## src/rtl/wcm_pkg.sv

```systemverilog
package wcm_pkg;

   // item command codes
   localparam logic CMD_LOAD    = 1'b0;
   localparam logic CMD_PAYLOAD = 1'b1;

   // register indexes on the csr port
   localparam int CSR_INDEX_W = 3;
   typedef enum logic [CSR_INDEX_W-1:0] {
      CSR_MODIFIER_FLAGS    = 3'd0,
      CSR_START_OFFSET      = 3'd1,
      CSR_RELATIVE_DISTANCE = 3'd2,
      CSR_DEPTH_LIMIT       = 3'd3,
      CSR_WITHIN_LIMIT      = 3'd4,
      CSR_PATTERN_LENGTH    = 3'd5
   } csr_index_type;

   localparam int CSR_DATA_W = 12;

   // bit positions in modifier_flags
   localparam int FLAG_OFFSET   = 0;
   localparam int FLAG_DISTANCE = 1;
   localparam int FLAG_DEPTH    = 2;
   localparam int FLAG_WITHIN   = 3;
   localparam int FLAG_NOCASE   = 4;

   localparam int FLAGS_W  = 5;
   localparam int POS12_W  = 12;
   localparam int PLEN_W   = 6;

   typedef struct packed {
      logic               cmd;
      logic [7:0]         data_byte;
      logic               last;
      logic [POS12_W-1:0] cursor_in;
   } req_type;

   typedef struct packed {
      logic               matched;
      logic [POS12_W-1:0] cursor_out;
   } rsp_type;

   // per-cell control from the sequencer
   typedef struct packed {
      logic load_we;
      logic shift;
      logic tail;
      logic active;
      logic nocase;
   } cell_ctrl_type;

endpackage

```

## src/rtl/wcm_cell.sv

```systemverilog
module wcm_cell (
   input  logic                   clock,
   input  wcm_pkg::cell_ctrl_type ctrl,
   input  logic [7:0]             din,
   input  logic [7:0]             nbr,
   output logic [7:0]             wout,
   output logic                   eq
);
   import wcm_pkg::*;

   logic [7:0] pat_ff;
   logic [7:0] win_ff;
   logic [7:0] pat_cmp;
   logic [7:0] win_cmp;

   function automatic logic [7:0] fold(input logic [7:0] c);
      if (c >= 8'h41 && c <= 8'h5A) begin
         return c + 8'h20;
      end
      return c;
   endfunction

   always_ff @(posedge clock) begin
      if (ctrl.load_we) begin
         pat_ff <= din;
      end
      // the tail cell takes the new byte, the others take their neighbor's
      if (ctrl.shift) begin
         win_ff <= ctrl.tail ? din : nbr;
      end
   end

   always_comb begin
      pat_cmp = ctrl.nocase ? fold(pat_ff) : pat_ff;
      win_cmp = ctrl.nocase ? fold(win_ff) : win_ff;
      eq      = !ctrl.active || (pat_cmp == win_cmp);
   end

   assign wout = win_ff;

endmodule

```

## src/rtl/windowed_content_matcher.sv

```systemverilog
// Result path: the final payload item is registered in the compare stage, then in the output
// register that drives rsp_valid.
// Throughput: one item (pattern load or payload byte) per cycle; ready drops only while
// a final payload item in the compare stage waits behind a full output register.
// Match is a row of MAX_PATTERN byte cells shifting once per payload byte up to MAX_PAYLOAD.
// Reset (synchronous) clears config, cursor, position, window bounds and valids, not cell bytes.
module windowed_content_matcher #(
   parameter int MAX_PATTERN = 32,
   parameter int MAX_PAYLOAD = 2048
) (
   input  logic                                 clock,
   input  logic                                 reset,
   input  logic                                 req_valid,
   output logic                                 req_ready,
   input  wcm_pkg::req_type                     req_payload,
   output logic                                 rsp_valid,
   input  logic                                 rsp_ready,
   output wcm_pkg::rsp_type                     rsp_payload,
   input  logic                                 csr_valid,
   output logic                                 csr_ready,
   input  logic [wcm_pkg::CSR_INDEX_W-1:0]      csr_index,
   input  logic [wcm_pkg::CSR_DATA_W-1:0]       csr_wdata
);
   import wcm_pkg::*;

   localparam int LEN_W = $clog2(MAX_PATTERN + 1);
   localparam int POS_W = $clog2(MAX_PAYLOAD + 1);
   localparam int CW    = ((POS_W > 13) ? POS_W : 13) + 1;
   localparam int LW9   = ((LEN_W > PLEN_W) ? LEN_W : PLEN_W) + 1;

   // configuration registers
   logic [FLAGS_W-1:0] flags_ff;
   logic [POS12_W-1:0] offset_ff;
   logic [POS12_W-1:0] dist_ff;
   logic [POS12_W-1:0] depth_ff;
   logic [POS12_W-1:0] within_ff;
   logic [PLEN_W-1:0]  plen_ff;

   // stage A state
   logic [LEN_W-1:0]   load_idx_ff, load_idx_in;
   logic [POS_W-1:0]   pos_ff, pos_in;
   logic [POS_W-1:0]   ws_ff, ws_in;
   logic [POS_W-1:0]   we_ff, we_in;
   logic [POS12_W-1:0] pc_ff, pc_in;

   // stage B (compare) state
   logic               b_valid_ff, b_valid_in;
   logic               b_last_ff, b_last_in;
   logic               b_first_ff, b_first_in;
   logic               b_check_ff, b_check_in;
   logic [POS_W-1:0]   b_endpos_ff, b_endpos_in;
   logic               mf_ff, mf_in;
   logic [POS_W-1:0]   me_ff, me_in;

   logic               rsp_valid_ff, rsp_valid_in;
   rsp_type            rsp_payload_ff, rsp_payload_in;

   logic               stall;
   logic               accept;
   logic               load_go;
   logic               pay_go;
   logic               shift_go;
   logic [LEN_W-1:0]   eff_len;
   logic [CW-1:0]      cur_x;
   logic [CW-1:0]      s_raw;
   logic [CW-1:0]      s_clip;
   logic [CW-1:0]      d_end;
   logic [CW-1:0]      w_end;
   logic [CW-1:0]      e_sel;
   logic               all_eq;
   logic               win_ok;
   logic               hit;
   logic               mf_eff;
   logic [POS_W-1:0]   me_eff;
   logic [CW-1:0]      lo_bound;

   logic [MAX_PATTERN-1:0] eq_vec;
   logic [7:0]             win_byte [MAX_PATTERN];

   function automatic logic [CW-1:0] clip(input logic [CW-1:0] v);
      return (v > CW'(MAX_PAYLOAD)) ? CW'(MAX_PAYLOAD) : v;
   endfunction

   // handshakes
   assign stall     = b_valid_ff && b_last_ff && rsp_valid_ff && !rsp_ready;
   assign req_ready = !stall;
   assign csr_ready = 1'b1;
   assign accept    = req_valid && req_ready;
   assign load_go   = accept && (req_payload.cmd == CMD_LOAD);
   assign pay_go    = accept && (req_payload.cmd == CMD_PAYLOAD);
   assign shift_go  = pay_go && (pos_ff < POS_W'(MAX_PAYLOAD));

   always_comb begin
      if (LW9'(plen_ff) > LW9'(MAX_PATTERN)) begin
         eff_len = LEN_W'(MAX_PATTERN);
      end else begin
         eff_len = LEN_W'(plen_ff);
      end
   end

   // window bounds, taken on the first payload byte
   always_comb begin
      cur_x = CW'(req_payload.cursor_in);
      s_raw = cur_x;
      if (flags_ff[FLAG_OFFSET]) begin
         s_raw = CW'(offset_ff);
      end
      if (flags_ff[FLAG_DISTANCE]) begin
         s_raw = cur_x + CW'(dist_ff);
      end
      s_clip = clip(s_raw);
      d_end  = clip(s_clip + CW'(depth_ff));
      w_end  = clip(cur_x + CW'(within_ff));
      e_sel  = CW'(MAX_PAYLOAD);
      if (flags_ff[FLAG_DEPTH] && d_end < e_sel) begin
         e_sel = d_end;
      end
      if (flags_ff[FLAG_WITHIN] && w_end < e_sel) begin
         e_sel = w_end;
      end
   end

   // stage A next state, plus the inputs of the stage B registers
   always_comb begin
      load_idx_in = load_idx_ff;
      pos_in      = pos_ff;
      ws_in       = ws_ff;
      we_in       = we_ff;
      pc_in       = pc_ff;
      b_valid_in  = b_valid_ff;
      b_last_in   = b_last_ff;
      b_first_in  = b_first_ff;
      b_check_in  = b_check_ff;
      b_endpos_in = b_endpos_ff;

      if (load_go) begin
         if (load_idx_ff < LEN_W'(MAX_PATTERN)) begin
            load_idx_in = load_idx_ff + LEN_W'(1);
         end
         if (req_payload.last) begin
            load_idx_in = '0;
         end
      end

      if (!stall) begin
         b_valid_in = pay_go;
      end

      if (pay_go) begin
         if (pos_ff == '0) begin
            ws_in = POS_W'(s_clip);
            we_in = POS_W'(e_sel);
            pc_in = req_payload.cursor_in;
         end
         b_last_in   = req_payload.last;
         b_first_in  = (pos_ff == '0);
         b_check_in  = shift_go;
         b_endpos_in = pos_ff + POS_W'(1);
         if (req_payload.last) begin
            pos_in = '0;
         end else if (shift_go) begin
            pos_in = pos_ff + POS_W'(1);
         end
      end
   end

   // cell row
   assign all_eq = &eq_vec;

   for (genvar j = 0; j < MAX_PATTERN; j++) begin : g_cell
      cell_ctrl_type ctrl;
      logic [7:0]    nbr;

      always_comb begin
         ctrl.load_we = load_go && (load_idx_ff == LEN_W'(j));
         ctrl.shift   = shift_go;
         ctrl.tail    = (eff_len == LEN_W'(j + 1));
         ctrl.active  = (LEN_W'(j) < eff_len);
         ctrl.nocase  = flags_ff[FLAG_NOCASE];
      end

      if (j < MAX_PATTERN - 1) begin : g_mid
         assign nbr = win_byte[j+1];
      end else begin : g_end
         assign nbr = req_payload.data_byte;
      end

      wcm_cell u_cell (
         .clock (clock),
         .ctrl  (ctrl),
         .din   (req_payload.data_byte),
         .nbr   (nbr),
         .wout  (win_byte[j]),
         .eq    (eq_vec[j])
      );
   end

   // stage B: compare result, first match and output
   always_comb begin
      lo_bound = CW'(ws_ff) + CW'(eff_len);
      win_ok   = (CW'(b_endpos_ff) >= lo_bound) && (b_endpos_ff <= we_ff);
      mf_eff   = b_first_ff ? 1'b0 : mf_ff;
      me_eff   = b_first_ff ? '0 : me_ff;
      hit      = b_check_ff && !mf_eff && (eff_len != '0) && win_ok && all_eq;

      mf_in          = mf_ff;
      me_in          = me_ff;
      rsp_valid_in   = rsp_valid_ff && !rsp_ready;
      rsp_payload_in = rsp_payload_ff;

      if (b_valid_ff && !stall) begin
         mf_in = mf_eff || hit;
         me_in = hit ? b_endpos_ff : me_eff;
         if (b_last_ff) begin
            rsp_valid_in = 1'b1;
            if (eff_len == '0) begin
               rsp_payload_in.matched    = 1'b1;
               rsp_payload_in.cursor_out = pc_ff;
            end else if (mf_in) begin
               rsp_payload_in.matched    = 1'b1;
               rsp_payload_in.cursor_out = POS12_W'(me_in);
            end else begin
               rsp_payload_in.matched    = 1'b0;
               rsp_payload_in.cursor_out = pc_ff;
            end
            mf_in = 1'b0;
         end
      end
   end

   always_ff @(posedge clock) begin
      if (reset) begin
         flags_ff     <= '0;
         offset_ff    <= '0;
         dist_ff      <= '0;
         depth_ff     <= '0;
         within_ff    <= '0;
         plen_ff      <= '0;
         load_idx_ff  <= '0;
         pos_ff       <= '0;
         ws_ff        <= '0;
         we_ff        <= '0;
         pc_ff        <= '0;
         b_valid_ff   <= 1'b0;
         mf_ff        <= 1'b0;
         me_ff        <= '0;
         rsp_valid_ff <= 1'b0;
      end else begin
         if (csr_valid && csr_ready) begin
            unique case (csr_index)
               CSR_MODIFIER_FLAGS:    flags_ff  <= csr_wdata[FLAGS_W-1:0];
               CSR_START_OFFSET:      offset_ff <= csr_wdata;
               CSR_RELATIVE_DISTANCE: dist_ff   <= csr_wdata;
               CSR_DEPTH_LIMIT:       depth_ff  <= csr_wdata;
               CSR_WITHIN_LIMIT:      within_ff <= csr_wdata;
               CSR_PATTERN_LENGTH:    plen_ff   <= csr_wdata[PLEN_W-1:0];
               default: ;
            endcase
         end
         load_idx_ff  <= load_idx_in;
         pos_ff       <= pos_in;
         ws_ff        <= ws_in;
         we_ff        <= we_in;
         pc_ff        <= pc_in;
         b_valid_ff   <= b_valid_in;
         mf_ff        <= mf_in;
         me_ff        <= me_in;
         rsp_valid_ff <= rsp_valid_in;
      end
   end

   // payload registers
   always_ff @(posedge clock) begin
      b_last_ff      <= b_last_in;
      b_first_ff     <= b_first_in;
      b_check_ff     <= b_check_in;
      b_endpos_ff    <= b_endpos_in;
      rsp_payload_ff <= rsp_payload_in;
   end

   assign rsp_valid   = rsp_valid_ff;
   assign rsp_payload = rsp_payload_ff;

endmodule

```

## config.mk

```make
export PLATFORM = sky130hd
export DESIGN_NAME = windowed_content_matcher
export DESIGN_NICKNAME = d
export VERILOG_FILES = /design/src/rtl/wcm_pkg.sv /design/src/rtl/wcm_cell.sv /design/src/rtl/windowed_content_matcher.sv
export SDC_FILE = /design/constraint.sdc
export NUM_CORES = 1
export LEC_CHECK = 0
export ABC_AREA = 1
export BUFFER_PORTS_ARGS = -buffer_cell sky130_fd_sc_hd__buf_2
export CORE_MARGIN = 1.5
export CORE_UTILIZATION = 64
export DETAILED_ROUTE_END_ITERATION = 12
export PLACE_DENSITY = 0.83
export SYNTH_ARGS = -nofsm -noshare
export SYNTH_HDL_FRONTEND = slang
export SYNTH_SLANG_ARGS = --single-unit
```

## constraint.sdc

```tcl
create_clock -name clock -period 17.75 [get_ports clock]
set_clock_uncertainty 0.05 [all_clocks]
set_input_delay 0.8875 -clock clock [delete_from_list [all_inputs] [get_ports clock]]
set_output_delay 0.8875 -clock clock [all_outputs]
set_load 0.03 [all_outputs]
```

Word level (Yosys, flattened, before mapping)
Index checks and enable logic that the tools add are counted.
{"block": "totals", "regBits": 668, "in_bits": 42}
{"block": "classes", "add_sub_neg": 70, "magnitude_cmp": 170, "eq_ne": 99, "n_mux": 307, "n_bitwise": 1, "reduce_logical": 198}
{"op": "2-to-1 mux 8 bit", "n": 223}
{"op": "adder 8 x 6 -> 8 bit (second input constant)", "n": 64}
{"op": "greater-or-equal comparator 8 x 7 -> 1 bit (second input constant)", "n": 64}
{"op": "less-or-equal comparator 8 x 7 -> 1 bit (second input constant)", "n": 64}
{"op": "equality test 8 bit", "n": 32}
{"op": "equality test 6 x 5 -> 1 bit (second input constant)", "n": 32}
{"op": "logical AND 1 bit", "n": 112}
{"op": "equality test 6 x 4 -> 1 bit (second input constant)", "n": 16}
{"op": "< comparator 5 x 6 -> 1 bit (first input constant)", "n": 16}
{"op": "2-to-1 mux 12 bit", "n": 7}
{"op": "2-to-1 mux 1 bit", "n": 68}
{"op": "equality test 6 x 3 -> 1 bit (second input constant)", "n": 8}
{"op": "< comparator 4 x 6 -> 1 bit (first input constant)", "n": 8}
{"op": "2-to-1 mux 14 bit", "n": 3}
{"op": "2-to-1 mux 13 bit", "n": 3}
{"op": "zero test 1 bit", "n": 35}
{"op": "logical OR 1 bit", "n": 33}
{"op": "AND reduction 32 bit", "n": 1}
{"op": "greater-than comparator 14 x 12 -> 1 bit (second input constant)", "n": 2}
{"op": "adder 12 x 12 -> 13 bit", "n": 2}
{"op": "equality test 6 x 2 -> 1 bit (second input constant)", "n": 4}
{"op": "< comparator 3 x 6 -> 1 bit (first input constant)", "n": 4}
{"op": "AND reduction 2 bit", "n": 10}
{"op": "2-to-1 mux 6 bit", "n": 3}
{"op": "24 further kinds", "n": 31}

Longest topological paths before layout
Gate-level depths: netlist of run 1.
{"block": "logic_depth", "depth_word": 13, "depth_mapped": 42}

By module
From an unflattened synthesis of run 1, not the netlist that was laid out.
{"block": "hier_totals", "cells_unflattened": 4888, "hier_area_um2": 41942.7}
{"mod": "wcm_cell", "instances": 32, "cells_each": 105, "area_per_inst_um2": 980.9, "seq_area_each_um2": 480.5}
{"mod": "windowed_content_matcher", "instances": 1, "cells_each": 1528, "area_per_inst_um2": 10552.6, "seq_area_each_um2": 3403.3}

Worst setup path before layout of run 1
Ideal clock, no wire load.
{"block": "synth_timing", "path_kind": "in2reg", "start": "input rsp_ready", "end": "register b_check_ff (data pin)", "setup_time_ps": 2360, "arrival_ps": 13027, "t_required_ps": 15340, "path_slack_ps": 2313, "stages": 8, "path_buffers": 0, "path_cell_list": "nor2_1 inv_1 nor2_1 inv_1 nand2_1 nor2_1 inv_1 nor2_1"}
{"item": "from (decl)", "line": "windowed_content_matcher.sv:17", "rtl": "input logic rsp_ready,"}
{"item": "to (signal assigned)", "line": "windowed_content_matcher.sv:276", "rtl": "b_check_ff <= b_check_in;"}
{"item": "to (decl)", "line": "windowed_content_matcher.sv:50", "rtl": "logic b_check_ff, b_check_in;"}

Final worst setup path of run 1
{"block": "layout_timing", "start": "input req_payload[0] in the netlist's numbering", "end": "register we_ff[11]"}
{"block": "layout_between", "elab_chain_cells": 13, "word_cells_on_any_way": 17, "cone_classes": "add/sub (3); order compare (5); mux (7); reduce/logical (2)"}
{"item": "from (decl)", "line": "windowed_content_matcher.sv:15", "rtl": "input wcm_pkg::req_type req_payload,"}
{"item": "adder 12 x 12 -> 13 bit / 2-to-1 mux 12 bit (equally long branches)", "line": "windowed_content_matcher.sv:109, windowed_content_matcher.sv:105"}
{"item": "2-to-1 mux 13 bit *", "line": "windowed_content_matcher.sv:108", "rtl": "if (flags_ff[FLAG_DISTANCE]) begin"}
{"item": "greater-than comparator 14 x 12 -> 1 bit", "line": "windowed_content_matcher.sv:81", "rtl": "return (v > CW'(MAX_PAYLOAD)) ? CW'(MAX_PAYLOAD) : v;"}
{"item": "2-to-1 mux 14 bit *", "line": "windowed_content_matcher.sv:81"}
{"item": "via s_clip[11]", "line": "windowed_content_matcher.sv:66", "rtl": "logic [CW-1:0] s_clip;"}
{"item": "adder 14 x 12 -> 14 bit *", "line": "windowed_content_matcher.sv:112", "rtl": "d_end = clip(s_clip + CW'(depth_ff));"}
{"item": "greater-than comparator 14 x 12 -> 1 bit", "line": "windowed_content_matcher.sv:81"}
{"item": "2-to-1 mux 14 bit *", "line": "windowed_content_matcher.sv:81"}
{"item": "< comparator 14 x 12 -> 1 bit", "line": "windowed_content_matcher.sv:115", "rtl": "if (flags_ff[FLAG_DEPTH] && d_end < e_sel) begin"}
{"item": "logical AND 1 bit", "line": "windowed_content_matcher.sv:115"}
{"item": "2-to-1 mux 14 bit *", "line": "windowed_content_matcher.sv:115"}
{"item": "< comparator 13 x 14 -> 1 bit", "line": "windowed_content_matcher.sv:118", "rtl": "if (flags_ff[FLAG_WITHIN] && w_end < e_sel) begin"}
{"item": "logical AND 1 bit", "line": "windowed_content_matcher.sv:118"}
{"item": "2-to-1 mux 12 bit *", "line": "windowed_content_matcher.sv:118"}
{"item": "to (signal assigned)", "line": "windowed_content_matcher.sv:263", "rtl": "we_ff <= we_in;"}
{"item": "to (decl)", "line": "windowed_content_matcher.sv:43", "rtl": "logic [POS_W-1:0] we_ff, we_in;"}
Mark *: on every way through the listed nets, which the timed path passes. The rest lies on a longest branch.
A chain may end at the register's enable or synchronous reset.

==> flow_summary.yaml, run 1 <==
floorplanning:
  num_rows: 88
  dieWidth_um: 244.2
  start_util: 0.6464
  die_y_um: 244.2
  dieArea_sq_mm: 0.05962
  num_io_pins: 58
  core_sq_mm: 0.05759
outcome:
  status: "completed"
grt:
  gr-usage-all-layers: 0.3348
  grt.overflow.total: 0
  grt_start_max_net_pins: 187
  first_global_vias: 29411
  grt_antenna_before_repair: 2
  grt_first_pass_wirelength_um: 155300
worst_setup_path:
  cp.arrival_ns: 7.21
  slowest_stage: "fa_1"
  path_buf_inv: 7
  cp.depth: 39
  critical_path_class: "in2reg"
  start_kind: "primary input"
  critPathMaxStageDelay_ns: 0.41
  cp_max_fo: 13
  required_ns: 18.25
  reg2reg_depth: 38
  cp-end-kind: "flip-flop"
  cpMostUsedCell: "nand2_1"
  cp_top_family: "simple AND/OR/NAND/NOR gates"
power:
  vdd_ir_drop_max_v: 0.00008676
  p_leak_nw: 16.94
  p_per_area_mw_per_mm2: 88.27
  p_total_mw: 3.593
drt:
  first_pass_iters: 6
  viasPerCell: 5.880
  via_count: 31051
  dr.first_iter.drc_count: 3348
  avgRoutedWirePerCell_um: 18.88
  drt_wl_total_um: 99730
  ant_nets: 0
  drcViolationCount: 0
place:
  place_hpwl_um: 66300
  numPortBuffers: 56
  dp.cells: 5149
  gp_congestion: 0.9334
final_layout:
  syn2layout_area_growth_pct: 9.361
  drive_above_1_share: 0.05450
  nets: 4650
  filler_cell_count: 4305
  instances_no_fill: 5281
  multiInputGateArea_sq_mm: 0.01584
  regArea_sq_mm: 0.01878
timing:
  hold_viol: 0
  slew_headroom: 0.1501
  finalCritPeriodShare: 0.3784
  rsz0062_at_grt: "no"
  tightest_slew_ns: 1.273
  post-route-min-period_ns: 6.717
  whs_ns: 0.4122
  slew_violations: 0
  fin_setup_tns_ns: 0
  max_freq_ghz: 0.1489
  finalSetupViolCount: 0
clocking:
  cts_tree: "done"
  cts_sinks: 668
  cts_hold_buf: 0
  post-cts-setup-buffers: 0
  htree_levels: 3
  clock_latency_ns: 0.62
  cts_buffers: 70
  cts_resized: 0
  cts_max_path_buffers: 3
  cts_root_buf: "clkbuf_16"
  cts.reportedPaths.clkPinSlew_ns: 0.06
yosys:
  synth_xor_area_frac: 0.04235
  async_flop_share: 0
  syn_inst: 4398
  yosysWarnings: 0
  synth-seq-cells: 668
  seq_area_frac_synth: 0.5045
  synthSimpleGateAreaFrac: 0.2256
  synth_edf_count: 540
  synthFlopType: "edfxtp_1"
  ys_types: 57
  synth_top_family_by_area: "simple AND/OR/NAND/NOR gates"
  synthAdderAreaFrac: 0.05190
  netlist_area_sq_mm: 0.03722
  synth-compound-area-share: 0.1047
  yosys-mux-area-fraction: 0
  syn_avg_cell_area_sq_um: 8.464
hold_path:
  min_path_type: "reg2reg"
  hold_path_depth: 2
job:
  drv_cap: 0
==> power by group <==
part           leakage (nW)  switching [mW]  internal [mW]
Clock                  1.17           0.632          0.897
Sequential             6.00          0.0370           1.74
Combinational          9.77           0.207         0.0853
Total                  16.9           0.875           2.72
==> cells in the mapped netlist, types with 4 or more instances <==
master / count / share of area
edfxtp_1: 540 / 0.44
dfxtp_1: 128 / 0.069
o211ai_1: 21 / 0.0042
inv_2: 6 / 0.00060
a221oi_1: 4 / 0.00094
clkbuf_1: 91 / 0.0092
o21ai_0: 439 / 0.059
or2_2: 16 / 0.0027
nor2_1: 479 / 0.048
nor2_4: 4 / 0.0012
o21ai_1: 6 / 0.00081
buf_2: 6 / 0.00081
nand3b_1: 10 / 0.0020
buf_4: 4 / 0.00081
a31oi_1: 5 / 0.00084
o22ai_1: 20 / 0.0034
nand2_1: 950 / 0.096
a21o_1: 10 / 0.0020
inv_1: 573 / 0.058
ha_1: 148 / 0.050
nand4_1: 75 / 0.013
nor2_2: 4 / 0.00067
nor3_1: 139 / 0.019
a21oi_1: 192 / 0.026
fa_1: 4 / 0.0022
xnor2_1: 69 / 0.016
nor4_1: 39 / 0.0066
nand3_1: 242 / 0.033
o21bai_1: 19 / 0.0038
buf_6: 4 / 0.0012
xor2_1: 111 / 0.026
==> routing by layer <==
| layer | global-route usage | vias to the layer above | share of wire |
|---|---|---|---|
| li1 | - | 14916 | - |
| met5 | 0 | - | 0.00015 |
| met2 | 0.5571 | 1431 | 0.47 |
| met4 | 0.1964 | 2 | 0.061 |
| met3 | 0.05301 | 374 | 0.088 |
| met1 | 0.4146 | 14328 | 0.38 |
==> worst paths after layout <==
kind                  startpoint            to  slack [ns]
setup / recovery  req_payload[0]     we_ff[11]       11.03
hold / removal      depth_ff[11]  depth_ff[11]        0.41
setup reg to reg      dist_ff[0]     we_ff[11]       11.10
hold reg to reg     depth_ff[11]  depth_ff[11]        0.41
==> cell type report <==
class / count / share of cell area
Sequential cell: 668 / 0.4613
Multi-Input combinational cell: 3043 / 0.3891
Inverter: 582 / 0.05367
Clock buffer: 91 / 0.04878
Tap cell: 765 / 0.02351
Timing Repair Buffer: 91 / 0.01365
Clock inverter: 39 / 0.009866
Antenna cell: 2 / 0.0001229
==> worst register-to-register path, delay by kind of cell, from the launching register on <==
| family | cells | cell delay, ns |
|---|---|---|
| simple gates | 18 | 2.43 |
| flops | 1 | 0.32 |
| buf+inv | 6 | 0.77 |
| fa+ha+maj | 5 | 1.48 |
| compound gates | 9 | 1.52 |
==> stage by stage <==
step / instance area [sq um] / setup slack, ns / utilization
2_1_floorplan: 37230 / 2.313 / -
3_3_place_gp: 38320 / 10.64 / 0.6654
3_5_place_dp: 38320 / 10.54 / 0.6654
4_1_cts: 40700 / 11.20 / 0.7068
5_1_grt: 40700 / 10.37 / 0.7068
6_report: 40710 / 11.03 / 0.7069
==> kinds of logic (layout without fill, tap and decap cells) <==
logic type	after synthesis	count (layout)
other cells	2	5
compound gates	733	733
xor+xnor	180	180
simple gates	1975	1975
flops	668	668
buf+inv	688	803
fa+ha+maj	152	152
==> cells in the final DEF, fill, tap and decap left out, types with 111 or more instances in the layout <==
master and n:
nand2_1 950, inv_1 572, edfxtp_1 540, nor2_1 478, o21ai_0 439, nand3_1 242
a21oi_1 192, ha_1 148, nor3_1 139, dfxtp_1 128, xor2_1 111
Note: power is estimated with default switching activity, not from simulation.
==> run 2: changes to the inputs <==
--- a/config.mk
+++ b/config.mk
@@ -8,9 +8,9 @@
 export ABC_AREA = 1
 export BUFFER_PORTS_ARGS = -buffer_cell sky130_fd_sc_hd__buf_2
 export CORE_MARGIN = 1.5
-export CORE_UTILIZATION = 64
+export CORE_UTILIZATION = 58
 export DETAILED_ROUTE_END_ITERATION = 12
-export PLACE_DENSITY = 0.83
+export PLACE_DENSITY = 0.79
 export SYNTH_ARGS = -nofsm -noshare
 export SYNTH_HDL_FRONTEND = slang
 export SYNTH_SLANG_ARGS = --single-unit
==> constraint.sdc (replaced) <==
create_clock -name clock -period 6.1 [get_ports clock]
set_clock_uncertainty 0.05 [all_clocks]
set_input_delay 0.305 -clock clock [delete_from_list [all_inputs] [get_ports clock]]
set_output_delay 0.305 -clock clock [all_outputs]
set_load 0.03 [all_outputs]
==> flow_summary.yaml, run 2 (same netlist as run 1, synthesis figures left out) <==
outcome:
  status: "completed"
power:
  p_comb_frac: 0.084
  power.share.clock: 0.431
  p_per_area_mw_per_mm2: 257.3
  p_total_mw: 10.62
  p_seq_frac: 0.485
  p_leak_nw: 17.12
  power_switching_mw: 2.544
  power.share.switching: 0.2395
  vdd_ir_drop_max_v: 0.0002950
  intPower_mw: 8.079
place:
  place_hpwl_um: 68840
  gp_congestion: 0.9315
  place_ws_ns: -0.04801
  numPortBuffers: 56
  place_area_sq_mm: 0.03855
worst_setup_path:
  required_ns: 6.51
  r2r_end: "we_ff[2]"
  path_buf_inv: 5
  reg2reg_from: "dist_ff[0]"
  cpMostUsedCell: "nand2_1"
  reg2reg_depth: 39
  cp_top_family: "simple AND/OR/NAND/NOR gates"
  critical_path_class: "reg2reg"
  cp-end-kind: "flip-flop"
  cp.depth: 39
  rrSetupSlack_ns: 0.43
  cp_max_fo: 7
  endpoint: "we_ff[2]"
  slowest_stage: "nor4b_4"
  cp.arrival_ns: 6.08
  cp-startpoint: "dist_ff[0]"
  critPathMaxStageDelay_ns: 0.44
  start_kind: "flip-flop"
final_layout:
  nets: 4679
  mostFrequentLayoutCell: "nand2_1"
  diodes: 0
  final_area_sq_mm: 0.04129
  drive_above_1_share: 0.06518
  final_util: 0.6533
  final_cell_mix: "nand2_1 (944), inv_1 (569), edfxtp_1 (540)"
  syn2layout_area_growth_pct: 10.91
clocking:
  cts_root_buf: "clkbuf_16"
  clock_latency_ns: 0.63
  cts_buffers: 69
  htree_levels: 3
  cts_sinks: 668
  cts_max_path_buffers: 3
  cts_tree: "done"
  cts.reportedPaths.clkPinSlew_ns: 0.06
grt:
  first_global_vias: 29165
  grt_antenna_before_repair: 3
  gr-usage-all-layers: 0.3079
  grt_start_max_net_pins: 163
  grt_first_pass_wirelength_um: 158000
  grt.overflow.total: 0
floorplanning:
  dieWidth_um: 256.3
  die_y_um: 256.3
  num_io_pins: 58
  num_rows: 92
  dieArea_sq_mm: 0.06571
  core_sq_mm: 0.06320
  start_util: 0.5890
drt:
  ant_nets: 0
  viasPerCell: 5.716
  drcViolationCount: 0
  avgRoutedWirePerCell_um: 18.92
  via_count: 30794
  drt_wl_total_um: 101900
  dr.first_iter.drc_count: 3023
  first_pass_iters: 7
timing:
  finalSetupViolCount: 0
  slew_violations: 0
  slew_headroom: 0.06881
  tightest_slew_ns: 1.386
  max_freq_ghz: 0.1764
  post-route-min-period_ns: 5.669
  hold_viol: 0
  finalCritPeriodShare: 0.9293
  setup_ws_ns: 0.4314
job:
  drv_cap: 0
hold_path:
  min_path_type: "in2reg"
-- run 2: how the worst min path moves through the flow --
stage | start | endpoint | slack (ns) | cells after the start
finish | csr_wdata[2] | offset_ff[2] | 0.02 | 3
global route | csr_wdata[2] | offset_ff[2] | 0.007 | 3
CTS | csr_wdata[2] | offset_ff[2] | 0.006 | 3
detailed placement | depth_ff[7] | depth_ff[7] | 0.40 | 2
global placement | depth_ff[7] | depth_ff[7] | 0.40 | 2
floorplan | reset | pos_ff[11] | 0.34 | 1
-- run 2: layout make-up --
cell class                 count  area (sq um)
fill                        5131         21910
sequential                   668         18780
multi-input combinational   3045         15980
inverter                     582          2187
clock buffer                  87          1929
tap                          846          1059
timing repair buffer         119         822.0
clock inverter                40         529.3
-- run 2: repair_timing --
action | 4_1_cts | 5_1_grt
hold buffers | 11 | 0
hold endpoints to repair | 23 | 0
endpoints found under the setup margin | 0 | 12
buffers inserted | 0 | 3
gates resized for setup | 0 | 38
-- run 2: worst register-to-register path: cells and delay by family, from the launching register on --
kind	cells	cell delay (ns)
and+or+nand+nor	20	2.16
AOI/OAI and AO/OA	8	1.11
adders and majority gates	4	1.00
buffers and inverters	5	0.55
xor gates and xnor gates	2	0.32
DFF	1	0.31
-- run 2: layer usage --
metal	vias up	share of wire	GRT usage	wire length [um]
li1	14968	-	-	-
met1	14197	0.39	0.3901	39510
met2	1343	0.48	0.5231	48480
met3	284	0.090	0.04735	9143
met4	2	0.047	0.1353	4776
met5	-	0.00013	0	13
-- run 2: per-stage QoR --
step / cells / hold WS (ns) / TNS [ns]
final: 5387 / 0.02454 / 0
after global routing: 5387 / 0.007197 / -0.2093
after CTS: 5381 / 0.006410 / 0
after detailed placement: 5243 / 0.3969 / -0.3520
after global placement: 5243 / 0.3997 / -0.8845
after floorplan: 4399 / 0.3436 / 0
-- run 2: power by group through the flow --
| stage | logic (mW) | clock network (mW) | registers (mW) |
|---|---|---|---|
| 2_1_floorplan | 0.544 | 0 | 5.22 |
| 3_3_place_gp | 0.834 | 0 | 5.24 |
| 3_5_place_dp | 0.851 | 0 | 5.24 |
| 4_1_cts | 0.864 | 4.61 | 5.15 |
| 5_1_grt | 0.979 | 4.78 | 5.16 |
| 6_report | 0.889 | 4.58 | 5.15 |
